## config.mk

```make
export PLATFORM = sky130hd
export DESIGN_NAME = byte_substring_search
export DESIGN_NICKNAME = d
export VERILOG_FILES = /design/src/rtl/bss_pkg.sv /design/src/rtl/byte_substring_search.sv /design/src/rtl/bss_cell.sv /design/src/rtl/bss_out_buf.sv
export SDC_FILE = /design/constraint.sdc
export NUM_CORES = 2
export LEC_CHECK = 0
export BUFFER_PORTS_ARGS = -buffer_cell sky130_fd_sc_hd__buf_4
export CORE_UTILIZATION = 50
export DETAILED_ROUTE_END_ITERATION = 8
export MAX_ROUTING_LAYER = met4
export PLACE_DENSITY = 0.64
export SLEW_MARGIN = 40
export SYNTH_ARGS = -nofsm -noshare
export SYNTH_HDL_FRONTEND = slang
export SYNTH_HIERARCHICAL = 1
export SYNTH_SLANG_ARGS = --single-unit
export TNS_END_PERCENT = 50
```

## constraint.sdc

```tcl
create_clock -name aclk -period 18.2 [get_ports aclk]
set_input_delay 0 -clock aclk [delete_from_list [all_inputs] [get_ports aclk]]
set_output_delay 0 -clock aclk [all_outputs]
set_load 0.05 [all_outputs]
```

## src/rtl/bss_pkg.sv

```systemverilog
// shared constants and types for the byte substring search block
`default_nettype none

package bss_pkg;

    localparam int MAX_NEEDLE = 64;
    localparam int PW         = (MAX_NEEDLE > 1) ? $clog2(MAX_NEEDLE) : 1;
    localparam int LEN_W      = 7;
    localparam int IDX_W      = 6;
    localparam int OFS_W      = 32;

    localparam logic KIND_LOAD     = 1'b0;
    localparam logic KIND_HAYSTACK = 1'b1;

    // per-cell control, driven from the top level
    typedef struct packed {
        logic shift;   // take the next window byte
        logic ins;     // next byte is the incoming haystack byte
        logic active;  // cell lies inside the needle length
        logic nld;     // write the needle byte held by this cell
    } cell_ctrl_t;

    typedef struct packed {
        logic             found;
        logic [OFS_W-1:0] offset;
    } res_t;

endpackage

`default_nettype wire

```

## src/rtl/byte_substring_search.sv

```systemverilog
// a result beat is registered in the result buffer and offered from its head entry
// throughput: one beat per cycle unless s_tready is low, which it is while the result
// buffer is full and while the ring realigns, one cell per cycle, after a length write
// reset: synchronous active-low aresetn clears the search state, the result buffer
// and needle_length; window and needle cells hold no reset
`default_nettype none

module byte_substring_search (
    input  wire         aclk,
    input  wire         aresetn,
    input  wire         cfg_wr_en,
    input  wire  [6:0]  cfg_wr_data,   // needle_length
    input  wire         s_tvalid,
    output logic        s_tready,
    input  wire  [15:0] s_tdata,       // byte_value[7:0], needle_index[13:8], zero pad
    input  wire         s_tuser,       // kind
    input  wire         s_tlast,       // last_byte
    output logic        m_tvalid,
    input  wire         m_tready,
    output logic [31:0] m_tdata,       // match_offset
    output logic        m_tuser        // found
);

    localparam int N  = bss_pkg::MAX_NEEDLE;
    localparam int PW = bss_pkg::PW;

    logic [bss_pkg::LEN_W-1:0] len_reg;
    logic [PW-1:0]             ptr_reg, tgt_reg, tgt_new;
    logic [31:0]               count_reg, cnt_n;
    logic                      reported_reg;
    logic                      realign, acc, hay_acc, ld_acc, full, hit, push;
    bss_pkg::res_t             push_res;
    logic [7:0]                hay_byte;
    logic [bss_pkg::IDX_W-1:0] ld_idx;
    logic [7:0]                win [N];
    logic [N-1:0]              ok;
    bss_pkg::cell_ctrl_t       ctrl [N];

    assign hay_byte = s_tdata[7:0];
    assign ld_idx   = s_tdata[13:8];
    assign realign  = (ptr_reg != tgt_reg);
    assign s_tready = !realign && !full;
    assign acc      = s_tvalid && s_tready;
    assign hay_acc  = acc && (s_tuser == bss_pkg::KIND_HAYSTACK);
    assign ld_acc   = acc && (s_tuser == bss_pkg::KIND_LOAD);

    // entry cell of the ring sits at needle_length-1, so cell j lines up with needle[j]
    always_comb begin
        if (cfg_wr_data == '0 || 32'(cfg_wr_data) > 32'(N)) begin
            tgt_new = PW'(N - 1);
        end else begin
            tgt_new = PW'(cfg_wr_data - 7'd1);
        end
    end

    genvar j;
    generate
        for (j = 0; j < N; j++) begin : g_cell
            assign ctrl[j].shift  = hay_acc || realign;
            assign ctrl[j].ins    = hay_acc && (32'(ptr_reg) == j);
            assign ctrl[j].active = (j < 32'(len_reg));
            assign ctrl[j].nld    = ld_acc && (32'(ld_idx) == j);

            bss_cell u_cell (
                .aclk     (aclk),
                .ctrl     (ctrl[j]),
                .hay_byte (hay_byte),
                .ld_byte  (hay_byte),
                .nbr_byte (win[(j + 1) % N]),
                .win_byte (win[j]),
                .ok       (ok[j])
            );
        end
    endgenerate

    assign cnt_n = count_reg + 32'd1;
    assign hit   = !reported_reg && (len_reg != '0) && (32'(len_reg) <= 32'(N))
                   && (cnt_n >= 32'(len_reg)) && (&ok);

    always_comb begin
        push            = 1'b0;
        push_res.found  = 1'b0;
        push_res.offset = '0;
        if (hay_acc) begin
            if (hit) begin
                push            = 1'b1;
                push_res.found  = 1'b1;
                push_res.offset = cnt_n - 32'(len_reg);
            end else if (s_tlast && !reported_reg) begin
                push = 1'b1;
            end
        end
    end

    always_ff @(posedge aclk) begin
        if (!aresetn) begin
            len_reg      <= '0;
            ptr_reg      <= PW'(N - 1);
            tgt_reg      <= PW'(N - 1);
            count_reg    <= '0;
            reported_reg <= 1'b0;
        end else begin
            if (cfg_wr_en) begin
                len_reg <= cfg_wr_data;
                tgt_reg <= tgt_new;
            end
            // each idle rotation moves the whole window one cell down
            if (realign) begin
                ptr_reg <= (ptr_reg == '0) ? PW'(N - 1) : ptr_reg - PW'(1);
            end
            if (hay_acc) begin
                if (s_tlast) begin
                    count_reg    <= '0;
                    reported_reg <= 1'b0;
                end else begin
                    count_reg <= cnt_n;
                    if (hit) begin
                        reported_reg <= 1'b1;
                    end
                end
            end
        end
    end

    bss_out_buf u_out (
        .aclk     (aclk),
        .aresetn  (aresetn),
        .push     (push),
        .push_res (push_res),
        .full     (full),
        .m_tvalid (m_tvalid),
        .m_tready (m_tready),
        .m_tdata  (m_tdata),
        .m_tuser  (m_tuser)
    );

    a_no_accept_realign: assert property (@(posedge aclk) disable iff (!aresetn)
        realign |-> !s_tready)
        else $error("beat taken while the window ring realigns");

    a_not_found_zero: assert property (@(posedge aclk) disable iff (!aresetn)
        (m_tvalid && !m_tuser) |-> (m_tdata == 32'd0))
        else $error("not-found result with non-zero offset");

    a_search_ends: assert property (@(posedge aclk) disable iff (!aresetn)
        (hay_acc && s_tlast) |=> (count_reg == 32'd0 && !reported_reg))
        else $error("search state not cleared after last beat");

    a_hit_once: assert property (@(posedge aclk) disable iff (!aresetn)
        (hay_acc && hit && !s_tlast) |=> reported_reg)
        else $error("match not recorded");

endmodule

`default_nettype wire

```

## src/rtl/bss_cell.sv

```systemverilog
// one window cell: a haystack byte, a needle byte and their compare
`default_nettype none

module bss_cell (
    input  wire                      aclk,
    input  wire bss_pkg::cell_ctrl_t ctrl,
    input  wire  [7:0]               hay_byte,
    input  wire  [7:0]               ld_byte,
    input  wire  [7:0]               nbr_byte,
    output logic [7:0]               win_byte,
    output logic                     ok
);

    logic [7:0] win_reg;
    logic [7:0] needle_reg;
    logic [7:0] win_next;

    assign win_next = ctrl.ins ? hay_byte : nbr_byte;
    assign win_byte = win_reg;
    // compare against the window as it stands after this beat
    assign ok       = !ctrl.active || (win_next == needle_reg);

    always_ff @(posedge aclk) begin
        if (ctrl.shift) begin
            win_reg <= win_next;
        end
        if (ctrl.nld) begin
            needle_reg <= ld_byte;
        end
    end

endmodule

`default_nettype wire

```

## src/rtl/bss_out_buf.sv

```systemverilog
// two-entry result buffer in front of the master side
`default_nettype none

module bss_out_buf (
    input  wire                aclk,
    input  wire                aresetn,
    input  wire                push,
    input  wire bss_pkg::res_t push_res,
    output logic               full,
    output logic               m_tvalid,
    input  wire                m_tready,
    output logic [31:0]        m_tdata,   // match_offset
    output logic               m_tuser    // found
);

    bss_pkg::res_t e0_reg, e1_reg, e0_next, e1_next;
    logic          v0_reg, v1_reg, v0_next, v1_next;
    logic          pop;

    assign pop      = v0_reg && m_tready;
    assign full     = v1_reg;
    assign m_tvalid = v0_reg;
    assign m_tdata  = e0_reg.offset;
    assign m_tuser  = e0_reg.found;

    always_comb begin
        e0_next = pop ? e1_reg : e0_reg;
        v0_next = pop ? v1_reg : v0_reg;
        e1_next = e1_reg;
        v1_next = pop ? 1'b0 : v1_reg;
        if (push) begin
            if (!v0_next) begin
                e0_next = push_res;
                v0_next = 1'b1;
            end else begin
                e1_next = push_res;
                v1_next = 1'b1;
            end
        end
    end

    always_ff @(posedge aclk) begin
        e0_reg <= e0_next;
        e1_reg <= e1_next;
        if (!aresetn) begin
            v0_reg <= 1'b0;
            v1_reg <= 1'b0;
        end else begin
            v0_reg <= v0_next;
            v1_reg <= v1_next;
        end
    end

endmodule

`default_nettype wire

```

Yosys cells after proc, flatten, opt, wreduce, memory -nomap -nowiden
Index checks and enable logic that the tools add are counted.

Bits in registers: 1144. Bits of input ports: 30. Output and inout port bits: 35.

Add/subtract/negate cells: 4. Reduce and logical (&&, ||, !) cells: 279. Multiplexer cells: 82. Bitwise gates (word level): 1. Equality and inequality tests: 191. Magnitude comparators: 67.

Operators by type and width (number): equality test 8 bit (64); two-way mux 8 bit (64); equality test 6 bit, second input constant (64); < comparator 6 x 7 -> 1 bit, first input constant (32); equality test 6 x 5 -> 1 bit, second input constant (32); two-way mux 33 bit (5); logical AND 1 bit (138); < comparator 5 x 7 -> 1 bit, first input constant (16); equality test 6 x 4 -> 1 bit, second input constant (16); zero test 1 bit (67); logical OR 1 bit (66); AND reduction 64 bit (1); < comparator 4 x 7 -> 1 bit, first input constant (8); equality test 6 x 3 -> 1 bit, second input constant (8); adder 32 x 1 -> 32 bit, second input constant (1); >= comparator 32 x 7 -> 1 bit (1); two-way mux 32 bit (1); subtractor 32 x 7 -> 32 bit (1); < comparator 3 x 7 -> 1 bit, first input constant (4); equality test 6 x 2 -> 1 bit, second input constant (4); < comparator 1 x 7 -> 1 bit, first input constant (2); < comparator 2 x 7 -> 1 bit, first input constant (2); equality test 6 x 1 -> 1 bit, second input constant (2); zero test 6 bit (2); other kinds (11) (23).

Logic depth before layout (Yosys ltp)
Word-level depth: 15. Mapped depth: 26. Gate-level depth less buffers: 18.

By module
Netlist, hierarchy kept.

Modules (own cells, without submodules): bss_cell (instances 64, area an instance 706.9 µm², cells an instance 36); byte_substring_search (instances 1, area an instance 6009.5 µm², cells an instance 932); bss_out_buf (instances 1, area an instance 2723.9 µm², cells an instance 151).

Least setup slack after synthesis
Ideal clock, no wire load.

Path type: flip-flop to flip-flop. Start: register ptr_reg[4]. End: register g_cell[0].u_cell.win_reg[0], enable pin. Cell stages (with the launch flop): 7. Clock period less this slack: 14.281 ns. Buffers on the path: 2. Data arrival time: 13.311 ns. Slack: 3.919 ns. Library setup time: 0.970 ns. Path through: dfxtp_1 > clkbuf_1 > xor2_1 > nor4_1 > nand3_1 > clkbuf_1 > nand2b_1.

RTL lines: from (decl) (line byte_substring_search.sv:28) `logic [PW-1:0] ptr_reg, tgt_reg, tgt_new;`; from (signal assigned) (line byte_substring_search.sv:98) `ptr_reg <= PW'(N - 1);`; from (signal assigned) (line byte_substring_search.sv:109) `ptr_reg <= (ptr_reg == '0) ? PW'(N - 1) : ptr_reg - PW'(1);`; to (signal assigned) (line bss_cell.sv:25) `win_reg <= win_next;`; to (decl) (line bss_cell.sv:14) `logic [7:0] win_reg;`.

==> results.md <==
- Yosys Warn Count: 6
- Final WS setup: 10.25 ns
- First-pass GRT wire length: 195100 um
- Pre-CTS WS: 9.944 ns
- Power per cell area: 155.4 mW/mm2
- GR Util All Layers: 24.84%
- CP startpoint kind: flip-flop
- Final WL: 130700 um
- Sw frac: 28.03%
- CTS tree: done
- DR vias/cell: 5.769
- Seq/Total Area, Yosys: 62.03%
- Drt wl/cell: 26.03 um
- Largest net degree at the start of global routing: 87
- Data arrival time of the worst path: 8.55 ns
- Hold EP: g_cell[48].u_cell/needle_reg[1]$_DFFE_PP_
- Cell Area, Synth: 0.05398 mm2
- Hold depth: 4
- Final setup violation count: 0
- R2r setup slk: 10.25 ns
- Grt met3 use: 3.402%
- Root buf cell: clkbuf_16
- Register area: 0.03348 mm2
- Yosys reg bits: 1144
- Fmax: 0.1258 GHz
- Number of global-route vias before repair: 29890
- Top cell type's share of synthesized area: 58.80%
- # Max-Cap Violations: 0
- Row count: 120
- Asr flop ratio synth: 0%
- Hold Vio Cnt, Final: 0
- Initial Util: 50.42%
- GPL Wtd Cong: 0.8607
- Final min period: 7.951 ns
- Most used DFF post-synth: edfxtp_1
- Clk buf depth: 3
- TNS Setup: 0 ns
- Tcrit/Tclk final: 43.69%
- Min-delay src: s_tdata[10]
- Met1 usage: 34.07%
- Commonest non-fill, non-tap cell in the layout: edfxtp_1
- Die ar.: 0.1093 mm2
- # resized after CTS: 0
- Initial antenna violation count: 4
- Area leader, netlist: edfxtp_1
- Layout area overhead: 11.38%
- Nets: 3559
- CP Max Fanout: 35
- Outcome: finished clean
- Final ANT Viol Nets: 0
- Clock net sink count: 1144
- RR Startpoint: ptr_reg[4]$_SDFFE_PN1P_
- DRT Pass-1 Iters: 9
- Top Ports: 65
- Met2 Usage GRT: 38.28%
- Critical path endpoint category: flip-flop
- Share of power burned in registers: 44.3%
- Area occupied by multi-input gates: 0.01952 mm2
- Die height: 330.6 um
- Syn_nets: 3433
- Gate power share: 28.9%
- Syn Area/Cell: 15.94 um2
- Core area: 0.1071 mm2
- Clock share of power: 26.8%
- Most frequent cells in the layout: edfxtp_1, mux2_4, xnor2_1
- WS Path Type: flip-flop to flip-flop
- Net Switching: 2.618 mW
- Internal power: 6.722 mW
- Number of synthesized flops with an enable pin: 1057
- Pleak: 20.44 nW
- PortBufs: 62
- 1st-iter DRT viols: 2624
- DR DRC count: 0
- Num CTS Buffers: 118
- RSZ-0062 raised after global routing: no
- Worst-margin pin slew: 0.9737 ns
- Main area contributors after synthesis: edfxtp_1, mux2_4, xnor2_1, dfxtp_1, xnor2_2
- Mapped Cells: 3387
- Reg2reg end: u_out/m_tdata[3]$_DFF_P_
- Max Slew Vio Count: 0
- Worst Skew: 0.02496 ns
- Peak supply drop: 0.1000 mV
- Hold Path Class: primary input to flip-flop
- Die W: 330.6 um
- Worst-path clk slew: 0.06 ns
- R2R cell count: 21
- Global route total overflow: 0
- Unique masters post-synth: 77
- Hpwl dp: 84440 um
- Share of cells above drive strength 1: 29.24%
- WP data required: 18.80 ns
- Worst-Skew Late Latency: 0.72 ns
- Vias: 28970
- Fillers: 8247
- Fin Hold WS: 0.2186 ns
- Layer with the highest usage: met2
- Max-slew headroom: 34.93%
- CTS H-tree depth: 3
## cell usage after synthesis (50+ instances only)
cell type  count
xnor2_1      487
nor2_1       186
edfxtp_1    1057
o21ai_1       64
buf_6         71
clkbuf_1      50
mux2_4       542
dfxtp_1       87
xnor2_2       64
nand2_1       98
nand4_1      153
o21ai_0       90
## area by class of cell
cell class	count	area share [%]
tap	1403	2.920
sequential	1144	55.70
clock buffer	139	5.078
antenna	4	0.01665
timing repair buffer	145	2.083
inverter	23	0.1436
clock inverter	83	1.600
multi-input combinational	2081	32.46
## stage by stage
step | cell area (um2) | util (%) | total power [mW] | cells
2_1_floorplan | 53980 | - | 6.534 | 3387
3_3_place_gp | 55460 | 51.80 | 6.780 | 4757
3_5_place_dp | 55620 | 51.96 | 6.839 | 4759
4_1_cts | 60010 | 56.05 | 9.392 | 5018
5_1_grt | 60120 | 56.15 | 9.715 | 5021
6_report | 60120 | 56.16 | 9.340 | 5022
## metal layers
metal,vias up,part of all wire [%]
met2,1006,47
met1,14840,44
met5,-,0
met4,0,3.1
li1,12930,-
met3,191,6.3
## power groups by stage
| stage | clock, mW | sequential, mW | combinational [mW] |
|---|---|---|---|
| after floorplan | 0 | 4.55 | 1.99 |
| after global placement | 0 | 4.18 | 2.60 |
| after detailed placement | 0 | 4.17 | 2.67 |
| after CTS | 2.55 | 4.14 | 2.71 |
| after global routing | 2.64 | 4.19 | 2.89 |
| final | 2.50 | 4.14 | 2.70 |
## worst max path at each step
stage / end / slack, ns / from / depth (start not counted)
2_1_floorplan: g_cell[0].u_cell/win_byte[0]$_DFFE_PP_ / 3.92 / ptr_reg[4]$_SDFFE_PN1P_ / 6
3_3_place_gp: u_out/e1_reg[6]$_DFFE_PP_ / 9.99 / ptr_reg[4]$_SDFFE_PN1P_ / 18
3_5_place_dp: u_out/e1_reg[6]$_DFFE_PP_ / 9.94 / ptr_reg[4]$_SDFFE_PN1P_ / 19
4_1_cts: u_out/e1_reg[6]$_DFFE_PP_ / 9.93 / ptr_reg[4]$_SDFFE_PN1P_ / 19
5_1_grt: u_out/m_tdata[3]$_DFF_P_ / 9.92 / ptr_reg[4]$_SDFFE_PN1P_ / 21
6_report: u_out/m_tdata[3]$_DFF_P_ / 10.25 / ptr_reg[4]$_SDFFE_PN1P_ / 21
## repair_timing
action                                 in CTS  in global routing
endpoints found under the hold margin     250                  0
hold buffers                               37                  0
setup buffers                               0                  0
setup endpoints to repair                   0                  0
## worst max-delay path, stage by stage, from the launching register on
cell and delay (ns):
dfxtp_1 0.49, xor2_1 0.11, nor4_1 0.28, nand3_1 0.47
or3_1 0.50, buf_4 0.27, or3_1 0.42, buf_4 0.27
nor2_2 0.51, mux2_4 0.37, xnor2_1 0.17, nand4_1 0.18
o21ai_1 0.42, nand4_1 0.36, nor4_1 0.72, nand3_1 0.23
nor3_1 0.66, o41ai_4 0.20, o21ai_2 0.17, a21bo_2 0.26
buf_4 0.31, mux2_4 0.37
## logic make-up after synthesis
kind of cell             Yosys count  share of synthesized area (%)
buffers and inverters            162                          2.246
XOR/XNOR                         574                          10.20
AND/OR/NAND/NOR                  649                          6.289
AO/OA/AOI/OAI                    250                          2.756
flip-flops                      1144                          62.03
multiplexers                     592                          16.09
adder cells (fa/ha/maj)           16                         0.3848
Note: power is estimated with default switching activity, not from simulation.
